### config.mk
export PLATFORM = sky130hd
export DESIGN_NAME = stepper_ramp_pulse_generator_core
export DESIGN_NICKNAME = d
export VERILOG_FILES = /design/src/rtl/core/srpg_pkg.sv /design/src/rtl/core/srpg_div.sv /design/src/rtl/core/srpg_datapath.sv /design/src/rtl/core/srpg_ctrl.sv /design/src/rtl/core/stepper_ramp_pulse_generator_core.sv
export SDC_FILE = /design/constraint.sdc
export NUM_CORES = 1
export LEC_CHECK = 0
export ABC_CLOCK_PERIOD_IN_PS = 6200
export BUFFER_PORTS_ARGS = -buffer_cell sky130_fd_sc_hd__clkbuf_2
export CORE_MARGIN = 4
export CORE_UTILIZATION = 30
export DETAILED_ROUTE_END_ITERATION = 10
export GPL_TIMING_DRIVEN = 0
export PLACE_DENSITY = 0.47
export REMOVE_ABC_BUFFERS = 1
export SETUP_SLACK_MARGIN = 0.4
export SLEW_MARGIN = 20
export SYNTH_ARGS = -nofsm -noshare
export SYNTH_HDL_FRONTEND = slang
export SYNTH_HIERARCHICAL = 1
export SYNTH_SLANG_ARGS = --single-unit
### constraint.sdc
create_clock -name clk -period 6.2 [get_ports clk]
set_input_delay 1.24 -clock clk [delete_from_list [all_inputs] [get_ports clk]]
set_output_delay 1.24 -clock clk [all_outputs]
set_load 0.05 [all_outputs]
### src/rtl/core/srpg_pkg.sv
package srpg_pkg;

    localparam int FREQ_W     = 15;
    localparam int HOLD_W     = 20;
    localparam int PERIOD_W   = 20;
    localparam int HALF_W     = PERIOD_W - 1;
    localparam int DIV_CNT_W  = $clog2(PERIOD_W);
    localparam int CFG_IDX_W  = 3;
    localparam int CFG_DATA_W = 20;

    localparam int TICK_RATE_HZ_DEF     = 1000000;
    localparam int MAX_FREQ_HZ_DEF      = 20000;
    localparam int MIN_PERIOD_TICKS_DEF = 10;

    localparam logic [FREQ_W-1:0]   START_FREQ_RST  = 15'd100;
    localparam logic [FREQ_W-1:0]   TARGET_FREQ_RST = 15'd800;
    localparam logic [FREQ_W-1:0]   ACCEL_STEP_RST  = 15'd20;
    localparam logic [HOLD_W-1:0]   HOLD_TICKS_RST  = 20'd30000;
    localparam logic [PERIOD_W-1:0] PERIOD_RST      = 20'd10000;
    localparam logic [HALF_W-1:0]   HALF_RST        = 19'd5000;

    localparam logic [CFG_IDX_W-1:0] REG_START_FREQ  = 3'd0;
    localparam logic [CFG_IDX_W-1:0] REG_TARGET_FREQ = 3'd1;
    localparam logic [CFG_IDX_W-1:0] REG_ACCEL_STEP  = 3'd2;
    localparam logic [CFG_IDX_W-1:0] REG_HOLD_TICKS  = 3'd3;
    localparam logic [CFG_IDX_W-1:0] REG_DIRECTION   = 3'd4;

    typedef struct packed {
        logic accept;
        logic emit;
    } ctrl_cmd_t;

    typedef struct packed {
        logic need_div;
        logic div_done;
        logic out_free;
    } ctrl_status_t;

endpackage

### src/rtl/core/srpg_div.sv
module srpg_div #(
    parameter int TICK_RATE_HZ = srpg_pkg::TICK_RATE_HZ_DEF
) (
    input  logic                          clk,
    input  logic                          rst_n,
    input  logic                          start,
    input  logic [srpg_pkg::FREQ_W-1:0]   divisor,
    output logic                          done,
    output logic [srpg_pkg::PERIOD_W-1:0] quotient
);

    localparam int FW = srpg_pkg::FREQ_W;
    localparam int PW = srpg_pkg::PERIOD_W;
    localparam logic [PW-1:0] DIVIDEND = PW'(TICK_RATE_HZ);
    localparam logic [srpg_pkg::DIV_CNT_W-1:0] LAST_CNT = srpg_pkg::DIV_CNT_W'(PW - 1);

    logic                          busy_reg;
    logic                          done_reg;
    logic [srpg_pkg::DIV_CNT_W-1:0] cnt_reg;
    logic [FW-1:0]                 rem_reg;
    logic [PW-1:0]                 quo_reg;
    logic [FW-1:0]                 divisor_reg;
    logic [FW:0]                   rem_sh;
    logic [FW:0]                   diff;
    logic                          ge;

    // one quotient bit per cycle, restoring
    assign rem_sh = {rem_reg, quo_reg[PW-1]};
    assign ge     = rem_sh >= {1'b0, divisor_reg};
    assign diff   = rem_sh - {1'b0, divisor_reg};

    always_ff @(posedge clk or negedge rst_n)
    begin
        if (!rst_n)
        begin
            busy_reg <= 1'b0;
            done_reg <= 1'b0;
            cnt_reg  <= '0;
        end
        else
        begin
            done_reg <= 1'b0;
            if (start)
            begin
                busy_reg <= 1'b1;
                cnt_reg  <= '0;
            end
            else if (busy_reg)
            begin
                cnt_reg <= cnt_reg + 1'b1;
                if (cnt_reg == LAST_CNT)
                begin
                    busy_reg <= 1'b0;
                    done_reg <= 1'b1;
                end
            end
        end
    end

    always_ff @(posedge clk)
    begin
        if (start)
        begin
            rem_reg     <= '0;
            quo_reg     <= DIVIDEND;
            divisor_reg <= divisor;
        end
        else if (busy_reg)
        begin
            rem_reg <= ge ? diff[FW-1:0] : rem_sh[FW-1:0];
            quo_reg <= {quo_reg[PW-2:0], ge};
        end
    end

    assign done     = done_reg;
    assign quotient = quo_reg;

endmodule

### src/rtl/core/srpg_datapath.sv
module srpg_datapath #(
    parameter int TICK_RATE_HZ     = srpg_pkg::TICK_RATE_HZ_DEF,
    parameter int MAX_FREQ_HZ      = srpg_pkg::MAX_FREQ_HZ_DEF,
    parameter int MIN_PERIOD_TICKS = srpg_pkg::MIN_PERIOD_TICKS_DEF
) (
    input  logic                            clk,
    input  logic                            rst_n,
    input  srpg_pkg::ctrl_cmd_t             cmd,
    output srpg_pkg::ctrl_status_t          status,
    input  logic                            start_req,
    input  logic                            cfg_valid,
    input  logic [srpg_pkg::CFG_IDX_W-1:0]  cfg_index,
    input  logic [srpg_pkg::CFG_DATA_W-1:0] cfg_data,
    input  logic                            out_stall,
    output logic                            out_valid,
    output logic                            step_out,
    output logic                            dir_out,
    output logic [srpg_pkg::FREQ_W-1:0]     current_freq,
    output logic                            at_speed
);

    localparam int FW = srpg_pkg::FREQ_W;
    localparam int HW = srpg_pkg::HOLD_W;
    localparam int PW = srpg_pkg::PERIOD_W;
    localparam logic [FW+1:0] MAX_F = (FW+2)'(MAX_FREQ_HZ);
    localparam logic [PW-1:0] MIN_P = PW'(MIN_PERIOD_TICKS);

    // configuration
    logic [FW-1:0] start_freq_reg;
    logic [FW-1:0] target_freq_reg;
    logic [FW-1:0] accel_step_reg;
    logic [HW-1:0] hold_ticks_reg;
    logic          direction_reg;

    // motion state
    logic                        running_reg, running_next;
    logic                        ramping_reg, ramping_next;
    logic [HW-1:0]               hold_reg, hold_next;
    logic [FW-1:0]               ramp_reg, ramp_next;
    logic [FW-1:0]               freq_now_reg;
    logic [FW-1:0]               freq_pend_reg;
    logic [PW-1:0]               period_reg;
    logic [srpg_pkg::HALF_W-1:0] half_reg;
    logic [PW-1:0]               tick_reg;

    // result register
    logic          out_valid_reg;
    logic          step_out_reg;
    logic          dir_out_reg;
    logic [FW-1:0] current_freq_reg;
    logic          at_speed_reg;

    logic          apply;
    logic [FW-1:0] freq_sel;
    logic [FW-1:0] freq_clamp;
    logic [HW-1:0] hold_inc;
    logic [FW:0]   ramp_sum;
    logic          div_done;
    logic [PW-1:0] quotient;
    logic [PW-1:0] period_new;
    logic [PW:0]   tick_inc;
    logic          step_now;

    always_ff @(posedge clk or negedge rst_n)
    begin
        if (!rst_n)
        begin
            start_freq_reg  <= srpg_pkg::START_FREQ_RST;
            target_freq_reg <= srpg_pkg::TARGET_FREQ_RST;
            accel_step_reg  <= srpg_pkg::ACCEL_STEP_RST;
            hold_ticks_reg  <= srpg_pkg::HOLD_TICKS_RST;
            direction_reg   <= 1'b1;
        end
        else if (cfg_valid)
        begin
            case (cfg_index)
                srpg_pkg::REG_START_FREQ:  start_freq_reg  <= cfg_data[FW-1:0];
                srpg_pkg::REG_TARGET_FREQ: target_freq_reg <= cfg_data[FW-1:0];
                srpg_pkg::REG_ACCEL_STEP:  accel_step_reg  <= cfg_data[FW-1:0];
                srpg_pkg::REG_HOLD_TICKS:  hold_ticks_reg  <= cfg_data[HW-1:0];
                srpg_pkg::REG_DIRECTION:   direction_reg   <= cfg_data[0];
                default: ;
            endcase
        end
    end

    assign hold_inc = hold_reg + 1'b1;
    assign ramp_sum = {1'b0, ramp_reg} + {1'b0, accel_step_reg};

    // start request or end of hold interval
    always_comb
    begin
        running_next = running_reg;
        ramping_next = ramping_reg;
        hold_next    = hold_reg;
        ramp_next    = ramp_reg;
        apply        = 1'b0;
        freq_sel     = target_freq_reg;
        if (start_req)
        begin
            running_next = 1'b1;
            hold_next    = '0;
            apply        = 1'b1;
            if (start_freq_reg <= target_freq_reg)
            begin
                ramp_next    = start_freq_reg;
                ramping_next = 1'b1;
                freq_sel     = start_freq_reg;
            end
            else
            begin
                ramp_next    = target_freq_reg;
                ramping_next = 1'b0;
            end
        end
        else if (running_reg && ramping_reg)
        begin
            hold_next = hold_inc;
            if (hold_inc >= hold_ticks_reg)
            begin
                hold_next = '0;
                apply     = 1'b1;
                if (ramp_sum <= {1'b0, target_freq_reg})
                begin
                    ramp_next = ramp_sum[FW-1:0];
                    freq_sel  = ramp_sum[FW-1:0];
                end
                else
                begin
                    ramping_next = 1'b0;
                end
            end
        end
    end

    always_comb
    begin
        if (freq_sel == '0)
            freq_clamp = FW'(1);
        else if ({2'b00, freq_sel} > MAX_F)
            freq_clamp = MAX_F[FW-1:0];
        else
            freq_clamp = freq_sel;
    end

    srpg_div #(
        .TICK_RATE_HZ (TICK_RATE_HZ)
    ) u_div (
        .clk      (clk),
        .rst_n    (rst_n),
        .start    (cmd.accept && apply),
        .divisor  (freq_clamp),
        .done     (div_done),
        .quotient (quotient)
    );

    assign period_new = (quotient < MIN_P) ? MIN_P : quotient;
    assign tick_inc   = {1'b0, tick_reg} + 1'b1;
    assign step_now   = running_reg && (tick_reg < {1'b0, half_reg});

    always_ff @(posedge clk or negedge rst_n)
    begin
        if (!rst_n)
        begin
            running_reg   <= 1'b0;
            ramping_reg   <= 1'b0;
            hold_reg      <= '0;
            ramp_reg      <= '0;
            freq_now_reg  <= '0;
            freq_pend_reg <= '0;
            period_reg    <= srpg_pkg::PERIOD_RST;
            half_reg      <= srpg_pkg::HALF_RST;
            tick_reg      <= '0;
        end
        else
        begin
            if (cmd.accept)
            begin
                running_reg   <= running_next;
                ramping_reg   <= ramping_next;
                hold_reg      <= hold_next;
                ramp_reg      <= ramp_next;
                freq_pend_reg <= freq_clamp;
            end
            if (div_done)
            begin
                freq_now_reg <= freq_pend_reg;
                period_reg   <= period_new;
                half_reg     <= period_new[PW-1:1];
                tick_reg     <= '0;
            end
            else if (cmd.emit && running_reg)
            begin
                // wrap after the last tick of the period
                if (tick_inc >= {1'b0, period_reg})
                    tick_reg <= '0;
                else
                    tick_reg <= tick_inc[PW-1:0];
            end
        end
    end

    always_ff @(posedge clk or negedge rst_n)
    begin
        if (!rst_n)
            out_valid_reg <= 1'b0;
        else if (cmd.emit)
            out_valid_reg <= 1'b1;
        else if (!out_stall)
            out_valid_reg <= 1'b0;
    end

    always_ff @(posedge clk)
    begin
        if (cmd.emit)
        begin
            step_out_reg     <= step_now;
            dir_out_reg      <= direction_reg;
            current_freq_reg <= freq_now_reg;
            at_speed_reg     <= running_reg && !ramping_reg;
        end
    end

    assign status.need_div = apply;
    assign status.div_done = div_done;
    assign status.out_free = !out_valid_reg || !out_stall;

    assign out_valid    = out_valid_reg;
    assign step_out     = step_out_reg;
    assign dir_out      = dir_out_reg;
    assign current_freq = current_freq_reg;
    assign at_speed     = at_speed_reg;

endmodule

### src/rtl/core/srpg_ctrl.sv
module srpg_ctrl (
    input  logic                   clk,
    input  logic                   rst_n,
    input  logic                   in_valid,
    output logic                   in_stall,
    input  srpg_pkg::ctrl_status_t status,
    output srpg_pkg::ctrl_cmd_t    cmd
);

    localparam logic [1:0] ST_IDLE = 2'd0;
    localparam logic [1:0] ST_DIV  = 2'd1;
    localparam logic [1:0] ST_EMIT = 2'd2;

    logic [1:0] state_reg, state_next;

    always_comb
    begin
        state_next = state_reg;
        cmd.accept = 1'b0;
        cmd.emit   = 1'b0;
        case (state_reg)
            ST_IDLE:
            begin
                cmd.accept = in_valid;
                if (in_valid)
                    state_next = status.need_div ? ST_DIV : ST_EMIT;
            end
            ST_DIV:
            begin
                if (status.div_done)
                    state_next = ST_EMIT;
            end
            ST_EMIT:
            begin
                // hold until the result register can take the transfer
                cmd.emit = status.out_free;
                if (status.out_free)
                    state_next = ST_IDLE;
            end
            default:
            begin
                state_next = ST_IDLE;
            end
        endcase
    end

    always_ff @(posedge clk or negedge rst_n)
    begin
        if (!rst_n)
            state_reg <= ST_IDLE;
        else
            state_reg <= state_next;
    end

    assign in_stall = (state_reg != ST_IDLE);

    a_accept_div: assert property (@(posedge clk) disable iff (!rst_n)
        cmd.accept && status.need_div |=> state_reg == ST_DIV)
        else $error("period update did not enter divide state");

    a_done_in_div: assert property (@(posedge clk) disable iff (!rst_n)
        status.div_done |-> state_reg == ST_DIV)
        else $error("divider finished outside divide state");

    a_emit_idle: assert property (@(posedge clk) disable iff (!rst_n)
        cmd.emit |=> state_reg == ST_IDLE && !in_stall)
        else $error("controller not idle after result load");

endmodule

### src/rtl/core/stepper_ramp_pulse_generator_core.sv
// Stepper ramp pulse generator.
// Input channel (in_valid / in_stall, start_req): one transfer is one tick of
// the step timer. start_req high starts or restarts the acceleration ramp.
// Output channel (out_valid / out_stall): exactly one result per tick, in
// order: step_out level, dir_out, current_freq in Hz and at_speed.
// Configuration (cfg_valid / cfg_ready, cfg_index, cfg_data): cfg_ready is
// always high; index 0 start_freq, 1 target_freq, 2 accel_step,
// 3 ramp_hold_ticks, 4 direction. Write only while the block is idle.
// Timing: a tick that keeps the frequency passes from the idle state to the
// emit state, which loads the result register once the output register is
// free; the controller then returns to idle and takes the next tick. A tick
// that changes the frequency first runs the period divider in the divide
// state, one quotient bit per cycle, and then goes to the emit state.
// One tick is in work at a time; the next tick is taken once the result is
// loaded, while that result may still wait in the output register.
// Reset: configuration and motion registers take their defaults and the
// motor stops; the result data is not reset. A stalled receiver holds the
// result; the controller waits with it until the output register is free.
module stepper_ramp_pulse_generator_core #(
    parameter int TICK_RATE_HZ     = srpg_pkg::TICK_RATE_HZ_DEF,
    parameter int MAX_FREQ_HZ      = srpg_pkg::MAX_FREQ_HZ_DEF,
    parameter int MIN_PERIOD_TICKS = srpg_pkg::MIN_PERIOD_TICKS_DEF
) (
    input  logic                            clk,
    input  logic                            rst_n,
    input  logic                            in_valid,
    output logic                            in_stall,
    input  logic                            start_req,
    output logic                            out_valid,
    input  logic                            out_stall,
    output logic                            step_out,
    output logic                            dir_out,
    output logic [srpg_pkg::FREQ_W-1:0]     current_freq,
    output logic                            at_speed,
    input  logic                            cfg_valid,
    output logic                            cfg_ready,
    input  logic [srpg_pkg::CFG_IDX_W-1:0]  cfg_index,
    input  logic [srpg_pkg::CFG_DATA_W-1:0] cfg_data
);

    srpg_pkg::ctrl_cmd_t    cmd;
    srpg_pkg::ctrl_status_t status;

    assign cfg_ready = 1'b1;

    srpg_ctrl u_ctrl (
        .clk      (clk),
        .rst_n    (rst_n),
        .in_valid (in_valid),
        .in_stall (in_stall),
        .status   (status),
        .cmd      (cmd)
    );

    srpg_datapath #(
        .TICK_RATE_HZ     (TICK_RATE_HZ),
        .MAX_FREQ_HZ      (MAX_FREQ_HZ),
        .MIN_PERIOD_TICKS (MIN_PERIOD_TICKS)
    ) u_datapath (
        .clk          (clk),
        .rst_n        (rst_n),
        .cmd          (cmd),
        .status       (status),
        .start_req    (start_req),
        .cfg_valid    (cfg_valid && cfg_ready),
        .cfg_index    (cfg_index),
        .cfg_data     (cfg_data),
        .out_stall    (out_stall),
        .out_valid    (out_valid),
        .step_out     (step_out),
        .dir_out      (dir_out),
        .current_freq (current_freq),
        .at_speed     (at_speed)
    );

endmodule
* After elaboration in Yosys (flattened, before gate mapping)
Index checks and enable logic that the tools add are counted.
Word-level totals: bits in registers 270, bits in latches 0, memory bits (writable) 0, bits in read-only memories 0, input bits 29, output and inout bits 21, memories kept 0
Operators by class: add/subtract/negate cells 5, $mul 0, div/mod/pow operators 0, order comparisons 8, equality and inequality tests 12, shift-type cells 0, mux-type cells 44, bitwise gates (word level) 0, reduce and logical (&&, ||, !) cells 28
Operator list (count):
- $mux W15 | 12
- $mux W20 | 7
- $add A20 B1 Y21 const B | 1
- $ge A21 B20 Y1 | 1
- $add A20 B1 Y20 const B | 1
- $ge A20 B20 Y1 | 1
- $lt A20 B19 Y1 | 1
- $lt A20 B4 Y1 const B | 1
- $mux W1 | 18
- $add A15 B15 Y16 | 1
- $ge A16 B15 Y1 | 1
- $le A16 B15 Y1 | 1
- $gt A15 B15 Y1 const B | 1
- $le A15 B15 Y1 | 1
- $logic_not A15 Y1 | 1
- $sub A15 B15 Y15 | 1
- $reduce_and A2 Y1 | 7
- $reduce_bool A2 Y1 | 6
- $mux W5 | 2
- $mux W2 | 4
- $reduce_and A4 Y1 | 2
- $eq A3 B2 Y1 const B | 2
- $ne A2 B1 Y1 const B | 3
- $pmux W2 S3 | 1
- 13 further kinds | 20

* Logic depth before layout (Yosys ltp)
Gate-level depths: netlist (run 1).
depth after elaboration 9, mapped depth 23

* Cells and area by module
Netlist (run 1), hierarchy kept.
Modules (own cells, without submodules):
- srpg_datapath | times used 1, cells an instance 1164, area an instance 11524.8 um2, sequential area each 4921.0 um2
- srpg_div | times used 1, cells an instance 291, area an instance 2981.6 um2, sequential area each 1326.3 um2
- srpg_ctrl | times used 1, cells an instance 14, area an instance 122.6 um2, sequential area each 50.0 um2
- stepper_ramp_pulse_generator_core | times used 1, cells an instance 2, area an instance 11.3 um2, sequential area each 0.0 um2

* Least setup slack after synthesis (run 1)
Ideal clock, no wire load.
path type register to register, start point register u_datapath.accel_step_reg[0], end point register u_datapath.u_div.divisor_reg[4], data pin, setup time 0.268 ns, arrival time 4.743 ns, data required time 5.932 ns, slack 1.189 ns, cell stages (with the launch flop) 20, path buffers 1, period minus slack after synthesis 5.011 ns, cell sequence dfrtp_1 ha_1 fa_1 a211oi_1 o21ai_1 a41oi_1 o21ai_0 xor2_1 ha_1 nand3_1 or3_4 nor3_2 a31oi_2 o41ai_2 buf_6 o221ai_1 a2111oi_4 a22o_1 a21boi_4 nor3_1
Between the ends: word-level cells in the longest chain between the ends 9, elaborated cells between the ends (all ways) 10
RTL lines:
- start, declared | RTL line srpg_datapath.sv:31 | logic [FW-1:0] accel_step_reg;
- start signal, assigned | RTL line srpg_datapath.sv:70 | accel_step_reg <= srpg_pkg::ACCEL_STEP_RST;
- start signal, assigned | RTL line srpg_datapath.sv:79 | srpg_pkg::REG_ACCEL_STEP: accel_step_reg <= cfg_data[FW-1:0];
- $add A15 B15 Y16 (*) | RTL line srpg_datapath.sv:88 | assign ramp_sum = {1'b0, ramp_reg} + {1'b0, accel_step_reg};
- $le A16 B15 Y1 | RTL line srpg_datapath.sv:123 | if (ramp_sum <= {1'b0, target_freq_reg})
- $mux W15 (*) | RTL line srpg_datapath.sv:123
- $mux W15 (*) | RTL line srpg_datapath.sv:119 | if (hold_inc >= hold_ticks_reg)
- $mux W15 (*) | RTL line srpg_datapath.sv:116 | else if (running_reg && ramping_reg)
- $mux W15 (*) | RTL line srpg_datapath.sv:99 | if (start_req)
- $gt A15 B15 Y1 | RTL line srpg_datapath.sv:140 | else if ({2'b00, freq_sel} > MAX_F)
- $mux W15 | RTL line srpg_datapath.sv:140
- $mux W15 (*) | RTL line srpg_datapath.sv:138 | if (freq_sel == '0)
- net u_datapath.freq_clamp[4] | RTL line srpg_datapath.sv:55 | logic [FW-1:0] freq_clamp;
- end signal, assigned | RTL line srpg_div.sv:66 | divisor_reg <= divisor;
- end, declared | RTL line srpg_div.sv:22 | logic [FW-1:0] divisor_reg;
Mark *: on every way through the listed nets, which the timed path passes. The rest lies on a longest branch. A chain may end at the register's enable or synchronous reset.

* Worst setup path after layout (run 1)
Ends and elaborated chain as after synthesis.

==> results.cfg, run 1 <==
[floorplanning]
dieWidth_um = 229
die_area_mm2 = 0.0524
chipHeight_um = 229
num_rows = 80
core_mm2 = 0.0479
initial_core_util = 0.305
boundaryPins = 50

[outcome]
status = finished, final reports clean

[timing]
finalCritPeriodShare = 0.896
finalClockSkew_ns = 0.0217
setup_tns_ns = 0
drv_slew = 0
rsz0062_at_grt = false
min_period_ns = 5.55
slew_headroom = 0.298
fmax_mhz = 180
worst-slew-pin-transition_ns = 1.05
hold_viol = 0
finalSetupViolCount = 0

[min_path]
hold_depth = 0
min_path_type = reg -> reg

[clock_tree]
clock_latency_ns = 0.59
cts_root_buf = clkbuf_16
clk_pin_slew_worst_paths_ns = 0.06
numCtsBuffers = 31
cts_hold_buf = 0
cts.sinks = 251
cts_buffer_depth = 3
ctsHtreeMaxLevel = 1
cts_tree = built

[drt]
route.detailed.drc = 0
vias = 10800
wirelength_um = 35900
drt_iter0_drc = 498
antenna_left = 0
met2RoutedLength_um = 16500
met3_length_um = 1110
post_drt_wl_per_cell_um = 16.6
top_layer = met4
wl_met1_um = 17500
firstDrtPassIters = 5
viasPerCell = 4.99

[yosys]
ys.flop_type = dfrtp_1
synthArstFlopShare = 0.729
yosysSeqAreaShare = 0.430
synth_edf_count = 33
ys_ff_latch = 251
syn-cell-area_mm2 = 0.0146
avgSynthCellArea_um2 = 9.95
netlist_instances = 1471
ys_warn_count = 6
synth.distinct_cells = 108

[pwr]
p_leak_uw = 0.00762
powerDensity_mw_per_mm2 = 456
total_power_uw = 7700
peakVddDrop_mv = 0.258

[critical_path]
cpPeakStageDelay_ns = 0.46
worst-r2r-cell-count = 18
cp_slowest_cell = fa_1
cp-end-kind = register
crit_required_ns = 6.53
reg2reg_setup_slack_ns = 0.65
worstPathArrival_ns = 5.89
critPathKind = reg -> reg
path_common_cell = ha_1
startpoint_type = register
crit_chain = ha_1 > fa_1 > a211oi_2 > o21ai_1 > a41oi_2 > o21ai_0 > xor2_1 > ha_1 > nand3_1 > or3_4 > a311o_1 > a31o_2 > nand4_4 > o221ai_2 > a2111oi_4 > a22o_1 > a21boi_4 > nor3_1
crit_path_max_fanout = 8

[global_routing]
grt_pass1_wl_um = 58600
grt_max_degree = 85
grt_overflow = 0
grt_pass1_vias = 10700
grt_antenna_before_repair = 0
grtUsageTotal = 0.135

[placement]
portBuffers = 48
routabilityCongestion = 0.823
placed_cells = 2094
hpwlAfterDp_um = 26500

[final_layout]
fin_nets = 1675
fin_util = 0.352
antenna_cells = 0
multi_input_area_mm2 = 0.00788
area_delta_synth_final_pct = 15.3
instances_no_fill = 2163
seqCellArea_mm2 = 0.00630
drive_gt1_frac = 0.175
fill_cells = 4797

[flow_run]
maxCapViolations = 0
-- timing repair --
action,4_1_cts,5_1_grt
pin swaps,3,4
setup buffers,3,8
endpoints found under the setup margin,20,23
resized for setup,4,11
-- cells by family (layout without fill, tap and decap cells) --
| kind of cell | Yosys count | count (layout) | share of synthesized area |
|---|---|---|---|
| AOI/OAI and AO/OA | 348 | 348 | 0.163 |
| other | 1 | 1 | 0.000256 |
| DFF | 251 | 251 | 0.430 |
| muxes | 108 | 108 | 0.0797 |
| buffers and inverters | 150 | 227 | 0.0434 |
| xor gates and xnor gates | 60 | 60 | 0.0359 |
| and+or+nand+nor | 430 | 430 | 0.141 |
| adders and majority gates | 123 | 123 | 0.106 |
-- area by class of cell --
cell class | instances | share of cell area
multi-input combinational | 1070 | 0.467
sequential | 251 | 0.373
clock buffer | 41 | 0.0506
tap | 615 | 0.0456
timing repair buffer | 73 | 0.0320
inverter | 96 | 0.0216
clock inverter | 17 | 0.00957
-- synthesized netlist by cell type (all sizes together) (5+ instances only) --
cell type | count | share of area
nand2 | 190 | 0.049
dfrtp | 162 | 0.28
o21ai | 128 | 0.044
ha | 121 | 0.10
inv | 95 | 0.024
nor2 | 89 | 0.023
mux2 | 68 | 0.052
clkbuf | 46 | 0.015
a21oi | 43 | 0.015
mux2i | 40 | 0.027
dfxtp | 35 | 0.048
nand3 | 35 | 0.012
a21o | 33 | 0.017
edfxtp | 33 | 0.068
xnor2 | 33 | 0.020
xor2 | 27 | 0.016
a211oi | 21 | 0.011
dfstp | 21 | 0.038
nand4 | 21 | 0.010
and3 | 19 | 0.0081
o211ai | 17 | 0.0097
nor3 | 12 | 0.0048
a31oi | 11 | 0.0051
nand2b | 11 | 0.0047
o21a | 11 | 0.0056
nor2b | 9 | 0.0038
buf | 8 | 0.0043
nor4 | 8 | 0.0049
o221ai | 8 | 0.0056
o311ai | 8 | 0.0048
o2111ai | 7 | 0.0046
o21bai | 7 | 0.0036
a22o | 6 | 0.0036
o31ai | 6 | 0.0031
a21boi | 5 | 0.0033
nand3b | 5 | 0.0026
or2 | 5 | 0.0023
-- power breakdown --
part	internal (µW)	switching (µW)	total (µW)
clock	1050	730	1780
sequential	2210	422	2630
combinational	1410	1880	3290
-- worst paths after layout --
check | from | endpoint
setup / recovery | u_datapath/accel_step_reg[0]$_DFFE_PN0P_ | u_datapath/u_div/divisor_reg[4]$_DFFE_PP_
hold / removal | u_datapath/freq_now_reg[0]$_DFFE_PN0P_ | u_datapath/current_freq[0]$_DFFE_PP_
setup reg to reg | u_datapath/accel_step_reg[0]$_DFFE_PN0P_ | u_datapath/u_div/divisor_reg[4]$_DFFE_PP_
hold reg to reg | u_datapath/freq_now_reg[0]$_DFFE_PN0P_ | u_datapath/current_freq[0]$_DFFE_PP_
max in group asynchronous | rst_n | u_datapath/u_div/busy_reg$_DFF_PN0_
min in group asynchronous | rst_n | u_datapath/hold_ticks_reg[0]$_DFFE_PN0P_
-- cells in the final DEF, fill, tap and decap left out, drive strengths merged, types with 33 or more instances in the layout --
| master | count |
|---|---|
| a21o | 33 |
| inv | 96 |
| dfrtp | 162 |
| mux2 | 68 |
| nand2 | 190 |
| dfxtp | 35 |
| xnor2 | 33 |
| edfxtp | 33 |
| clkbuf | 89 |
| mux2i | 40 |
| a21oi | 43 |
| o21ai | 128 |
| ha | 121 |
| nor2 | 89 |
| nand3 | 35 |
-- per-layer routing --
metal / vias to the layer above / global-route usage
li1: 5395 / -
met1: 5218 / 0.191
met2: 125 / 0.220
met3: 49 / 0.0209
met4: 0 / 0.0300
met5: - / 0
-- worst max-delay path: cells and delay by family (launching register included) --
family	cells	cell delay, ns
adder cells (fa/ha/maj)	3	1.03
AO/OA/AOI/OAI	10	2.87
XOR/XNOR	1	0.20
flip-flops	1	0.39
AND/OR/NAND/NOR	4	0.82
-- through the flow --
step | instance area [µm²] | hold WS (ns) | setup WS [ns]
6_report | 16900 | 0.447 | 0.645
2_1_floorplan | 14400 | 0.421 | 0.836
3_3_place_gp | 15400 | 0.430 | -0.886
4_1_cts | 16700 | 0.451 | 0.434
5_1_grt | 16900 | 0.460 | 0.385
3_5_place_dp | 15700 | 0.436 | -0.0145
Note: power is estimated with default switching activity, not from simulation.
==> run 2: changes to the inputs <==
--- a/config.mk
+++ b/config.mk
@@ -11,7 +11,6 @@
 export CORE_UTILIZATION = 30
 export DETAILED_ROUTE_END_ITERATION = 10
 export GPL_TIMING_DRIVEN = 0
-export PLACE_DENSITY = 0.47
 export REMOVE_ABC_BUFFERS = 1
 export SETUP_SLACK_MARGIN = 0.4
 export SLEW_MARGIN = 20
==> run 2 against run 1 <==
Net effect: non-clock buffer count grew 3; combinational power grew 2%; sequential power shrank 2%; flip-flop and latch count is the same; routed wire length shrank 4.1%; total power shrank 0.97%; die area is the same; global-route usage shrank 0.61 points; register-to-register slack is essentially flat; critical endpoint unchanged.
==> results.cfg, run 2 (synthesis results as in run 1) <==
[outcome]
status = finished, final reports clean

[clock_tree]
cts_buffer_depth = 3
numCtsBuffers = 27
cts_tree = built
clock_latency_ns = 0.56
cts.sinks = 251
clk_pin_slew_worst_paths_ns = 0.06
ctsHtreeMaxLevel = 1
cts_root_buf = clkbuf_16

[placement]
hpwlAfterDp_um = 25500
placed_cells = 2094
place_area_mm2 = 0.0157
portBuffers = 48
routabilityCongestion = 0.822

[drt]
post_drt_wl_per_cell_um = 15.9
drt_iter0_drc = 753
firstDrtPassIters = 5
viasPerCell = 5.06
top_layer = met4
wl_met1_um = 16500
antenna_left = 0
vias = 10900
wirelength_um = 34400
route.detailed.drc = 0
met2RoutedLength_um = 15600
met3_length_um = 1580

[critical_path]
reg2reg_setup_slack_ns = 0.63
crit_chain = ha_1 > fa_2 > a211oi_2 > o21ai_1 > a41oi_2 > o21ai_1 > xor2_1 > ha_1 > nand3_1 > or3_4 > nor3_4 > a31oi_2 > o41ai_4 > buf_4 > o32ai_1 > a2111oi_4 > a22o_4 > a21boi_4 > nor3_1
crit_required_ns = 6.50
cpLargestDelayFamily = compound AO/OA/AOI/OAI gates
cpPeakStageDelay_ns = 0.63
cp-end-kind = register
cp_slowest_cell = o41ai_4
cp.buffers_inverters = 1
startpoint_type = register
worstPathArrival_ns = 5.87
reg2reg_from = u_datapath/accel_step_reg[0]$_DFFE_PN0P_
critPathKind = reg -> reg
r2r-end = u_datapath/u_div/divisor_reg[4]$_DFFE_PP_
worst-r2r-cell-count = 19
crit_path_max_fanout = 7

[global_routing]
grt_antenna_before_repair = 0
grt_max_degree = 85
grt_pass1_vias = 10800
grt_overflow = 0
grt_pass1_wl_um = 56700
grtUsageTotal = 0.129

[floorplanning]
boundaryPins = 50
dieWidth_um = 229
num_rows = 80
initial_core_util = 0.305
chipHeight_um = 229
die_area_mm2 = 0.0524
core_mm2 = 0.0479

[final_layout]
layout_commonest_cell = nand2_1
instances_no_fill = 2159
area_delta_synth_final_pct = 15.0
design_area_mm2 = 0.0168
fin_nets = 1674
fill_cells = 4809
final_cell_mix = nand2_1, dfrtp_1, o21ai_0
drive_gt1_frac = 0.176

[timing]
whs_ns = 0.443
drv_slew = 0
rsz0062_at_grt = true
finalSetupViolCount = 0
hold_viol = 0
finalClockSkew_ns = 0.0271
setup_tns_ns = 0
min_period_ns = 5.57
fmax_mhz = 180
worst-slew-pin-transition_ns = 1.07
slew_headroom = 0.285
finalCritPeriodShare = 0.898

[flow_run]
maxCapViolations = 0

[pwr]
peakVddDrop_mv = 0.200
combPwrFrac = 0.441
p_sw_uw = 2980
total_power_uw = 7630
p_int_uw = 4650
p_seq_frac = 0.340
swShare = 0.391
powerDensity_mw_per_mm2 = 453
power.clock.fraction = 0.220
p_leak_uw = 0.00764

[min_path]
min_path_type = reg -> reg
holdCritStartpoint = u_datapath/freq_now_reg[6]$_DFFE_PN0P_
hold_depth = 0
holdPathEnd = u_datapath/current_freq[6]$_DFFE_PP_
## run 2: final cells by class
class	instances	area [µm²]	area share
flip-flops and latches	251	6300	0.374
diodes	1	2.50	0.000149
multi-input cells	1070	7870	0.468
clock inverters	12	121	0.00721
inverters	96	364	0.0216
well taps	615	769	0.0457
clock buffers	38	810	0.0481
repair buffers	76	597	0.0355
## run 2: power groups by stage
| stage | Clock (µW) | Sequential [µW] | Combinational [µW] |
|---|---|---|---|
| CTS | 1740 | 2590 | 3300 |
| floorplan | 0 | 2560 | 2420 |
| global route | 1810 | 2660 | 3770 |
| finish | 1680 | 2590 | 3360 |
| detailed placement | 0 | 2620 | 3260 |
| global placement | 0 | 2650 | 3050 |
## run 2: worst max-delay path by stage
stage | depth (start not counted) | startpoint | to | slack, ns
final | 19 | u_datapath/accel_step_reg[0]$_DFFE_PN0P_ | u_datapath/u_div/divisor_reg[4]$_DFFE_PP_ | 0.63
after global routing | 21 | u_datapath/hold_reg[2]$_DFFE_PN0P_ | u_datapath/u_div/divisor_reg[4]$_DFFE_PP_ | 0.35
after detailed placement | 18 | u_datapath/accel_step_reg[0]$_DFFE_PN0P_ | u_datapath/u_div/divisor_reg[4]$_DFFE_PP_ | -0.27
after CTS | 18 | u_datapath/accel_step_reg[0]$_DFFE_PN0P_ | u_datapath/u_div/divisor_reg[4]$_DFFE_PP_ | 0.45
after global placement | 18 | u_datapath/accel_step_reg[0]$_DFFE_PN0P_ | u_datapath/u_div/divisor_reg[4]$_DFFE_PP_ | -0.60
after floorplan | 18 | u_datapath/accel_step_reg[0]$_DFFE_PN0P_ | u_datapath/u_div/divisor_reg[4]$_DFFE_PP_ | 0.84
## run 2: what timing repair did
action                                 in CTS  in global routing
setup endpoints to repair                  33                 22
endpoints found under the hold margin       0                  0
pin swaps                                   2                  7
hold buffers                                0                  0
resized for setup                           4                 14
buffers inserted                            4                  9
## run 2: per-layer routing
layer  track usage  vias to the layer above
met3        0.0233                       43
met2         0.207                      199
met5             0                        -
li1              -                     5384
met4        0.0289                        0
met1         0.182                     5303
## run 2: metrics by stage
step           utilization  setup WS (ns)
6_report             0.351          0.630
5_1_grt              0.351          0.354
4_1_cts              0.348          0.447
3_5_place_dp         0.327         -0.270
3_3_place_gp         0.321         -0.604
2_1_floorplan            -          0.836
==> run 3: changes to the inputs <==
--- a/config.mk
+++ b/config.mk
@@ -5,6 +5,7 @@
 export SDC_FILE = /design/constraint.sdc
 export NUM_CORES = 1
 export LEC_CHECK = 0
+export ABC_AREA = 1
 export ABC_CLOCK_PERIOD_IN_PS = 6200
 export BUFFER_PORTS_ARGS = -buffer_cell sky130_fd_sc_hd__clkbuf_2
 export CORE_MARGIN = 4
==> run 3 against run 2 <==
Net effect: routed wire length increased by 6.5%; global-route usage increased by 0.70 points; critical endpoint is now u_datapath/u_div/divisor_reg[3]$_DFFE_PP_; total power increased by 12%; sequential share of layout area decreased by 0.24 points; non-clock buffer count decreased by 8; combinational power increased by 27%; die area increased by 1.7%; clock skew decreased by 0.0095 ns.
==> results.cfg, run 3 <==
[yosys]
yosysSeqAreaShare = 0.423
avgSynthCellArea_um2 = 7.90
yosys.area.top_type_share = 0.272
synth_common_cells = nand2_1, inv_1, dfrtp_1
synth_xor_area_frac = 0.0235
synthArstFlopShare = 0.729
ys_ff_latch = 251
muxShareOfSynthArea = 0
yosys.area_share.simple = 0.227
ys.flop_type = dfrtp_1
synth_most_common_cell = nand2_1
synth_area_leaders = dfrtp_1, nand2_1, ha_1, inv_1, edfxtp_1
synth_top_area_cell = dfrtp_1
synthAdderAreaFrac = 0.104
netlist_instances = 1886
syn-cell-area_mm2 = 0.0149
synth_top_family_by_area = simple AND/OR/NAND/NOR gates
synth_edf_count = 33
synth.distinct_cells = 56
synth_compound_area_frac = 0.127
ys_warn_count = 6

[timing]
min_period_ns = 5.30
drv_slew = 0
hold_viol = 0
finalSetupViolCount = 0
finalCritPeriodShare = 0.855
finalClockSkew_ns = 0.0176
fmax_mhz = 189
slew_headroom = 0.298
rsz0062_at_grt = false
worst-slew-pin-transition_ns = 1.05

[critical_path]
cpPeakStageDelay_ns = 0.41
reg2reg_from = u_datapath/hold_reg[0]$_DFFE_PN0P_
crit_required_ns = 6.51
worst-r2r-cell-count = 37
reg2reg_setup_slack_ns = 0.90
cp_slowest_cell = dfrtp_1
r2r-end = u_datapath/u_div/divisor_reg[3]$_DFFE_PP_
crit_path_max_fanout = 9
critPathKind = reg -> reg
startpoint_type = register
cp-end-kind = register
crit_path_start = u_datapath/hold_reg[0]$_DFFE_PN0P_
critPathCapture = u_datapath/u_div/divisor_reg[3]$_DFFE_PP_
worstPathArrival_ns = 5.62

[floorplanning]
num_rows = 81
chipHeight_um = 231
die_area_mm2 = 0.0533
core_mm2 = 0.0491
initial_core_util = 0.304
boundaryPins = 50
dieWidth_um = 231

[drt]
route.detailed.drc = 0
post_drt_wl_per_cell_um = 14.0
antenna_left = 0
drt_iter0_drc = 867
viasPerCell = 4.67
wirelength_um = 36700
firstDrtPassIters = 5
vias = 12200

[global_routing]
grtUsageTotal = 0.136
grt_pass1_wl_um = 60600
grt_max_degree = 84
grt_antenna_before_repair = 1
grt_overflow = 0
grt_pass1_vias = 11900

[pwr]
p_int_uw = 4770
p_leak_uw = 0.00850
p_sw_uw = 3800
swShare = 0.444
power.clock.fraction = 0.192
combPwrFrac = 0.498
powerDensity_mw_per_mm2 = 506
p_seq_frac = 0.310
peakVddDrop_mv = 0.213

[clock_tree]
clock_latency_ns = 0.55
cts.sinks = 251
cts_buffer_depth = 3
clk_pin_slew_worst_paths_ns = 0.07
cts_root_buf = clkbuf_16
cts_tree = built
ctsHtreeMaxLevel = 1
cts_hold_buf = 0
numCtsBuffers = 27

[placement]
hpwlAfterDp_um = 27300
routabilityCongestion = 0.867
place_area_mm2 = 0.0159
placed_cells = 2555
portBuffers = 48

[final_layout]
seqCellArea_mm2 = 0.00630
area_delta_synth_final_pct = 13.6
fin_nets = 2085
antenna_cells = 0
design_area_mm2 = 0.0169
instances_no_fill = 2618
drive_gt1_frac = 0.110
fill_cells = 5191
multi_input_area_mm2 = 0.00728
final_cell_mix = nand2_1, inv_1, dfrtp_1
layout_commonest_cell = nand2_1

[flow_run]
maxCapViolations = 0

[min_path]
min_path_type = reg -> reg

[outcome]
status = finished, final reports clean
[run 3: routing by layer]
layer  up-vias  GRT usage  routed length [µm]
met2       238      0.227               17000
met4         2     0.0284                 756
li1       6226          -                   -
met1      5702      0.186               17100
met3        60     0.0237                1740
met5         -          0                  13
[run 3: cell type report]
cell class,count,area share
sequential,251,0.372
tap,664,0.0490
inverter,306,0.0678
multi-input combinational,1279,0.430
timing repair buffer,68,0.0273
clock buffer,42,0.0499
clock inverter,8,0.00406
[run 3: how the worst min path moves through the flow]
stage                                                from                               endpoint  cells past startpoint
3_5_place_dp      u_datapath/freq_now_reg[13]$_DFFE_PN0P_  u_datapath/current_freq[13]$_DFFE_PP_                      0
3_3_place_gp      u_datapath/freq_now_reg[13]$_DFFE_PN0P_  u_datapath/current_freq[13]$_DFFE_PP_                      0
2_1_floorplan  u_datapath/u_div/quotient[13]$_SDFFE_PP0P_  u_datapath/period_reg[13]$_DFFE_PN1P_                      2
6_report          u_datapath/freq_now_reg[13]$_DFFE_PN0P_  u_datapath/current_freq[13]$_DFFE_PP_                      0
5_1_grt           u_datapath/freq_now_reg[13]$_DFFE_PN0P_  u_datapath/current_freq[13]$_DFFE_PP_                      0
4_1_cts           u_datapath/freq_now_reg[13]$_DFFE_PN0P_  u_datapath/current_freq[13]$_DFFE_PP_                      0
[run 3: critical path: cells and delay by family, from the launching register on]
kind | cells | cell delay [ns]
and+or+nand+nor | 27 | 3.40
buffers and inverters | 8 | 0.73
adders and majority gates | 1 | 0.30
DFF | 1 | 0.41
xor gates and xnor gates | 1 | 0.21
[run 3: what timing repair did]
action | 4_1_cts | 5_1_grt
setup endpoints to repair | 28 | 73
setup buffers | 0 | 11
resized for setup | 2 | 11
pin swaps | 0 | 4
gates cloned | 0 | 1
[run 3: kinds of logic (layout without fill, tap and decap cells)]
family,count (synthesis),count (layout)
flip-flops,251,251
XOR/XNOR,40,40
adder cells (fa/ha/maj),123,123
other,1,1
AO/OA/AOI/OAI,327,327
AND/OR/NAND/NOR,787,788
buffers and inverters,357,424
[run 3: power groups by stage]
stage | sequential [µW] | clock, µW | combinational, µW
global route | 2730 | 1780 | 4870
finish | 2660 | 1650 | 4260
detailed placement | 2680 | 0 | 4190
floorplan | 2720 | 0 | 3030
CTS | 2660 | 1710 | 4220
global placement | 2680 | 0 | 4050
[run 3: through the flow]
stage / power [µW] / util / hold slack [ns] / setup slack, ns / setup TNS [ns]
6_report: 8570 / 0.345 / 0.430 / 0.896 / 0
5_1_grt: 9370 / 0.345 / 0.435 / 0.419 / 0
4_1_cts: 8590 / 0.342 / 0.424 / 0.400 / 0
3_5_place_dp: 6870 / 0.323 / 0.430 / -0.0117 / -0.0117
3_3_place_gp: 6730 / 0.320 / 0.434 / -2.53 / -87.51
2_1_floorplan: 5750 / - / 0.424 / 0.284 / 0
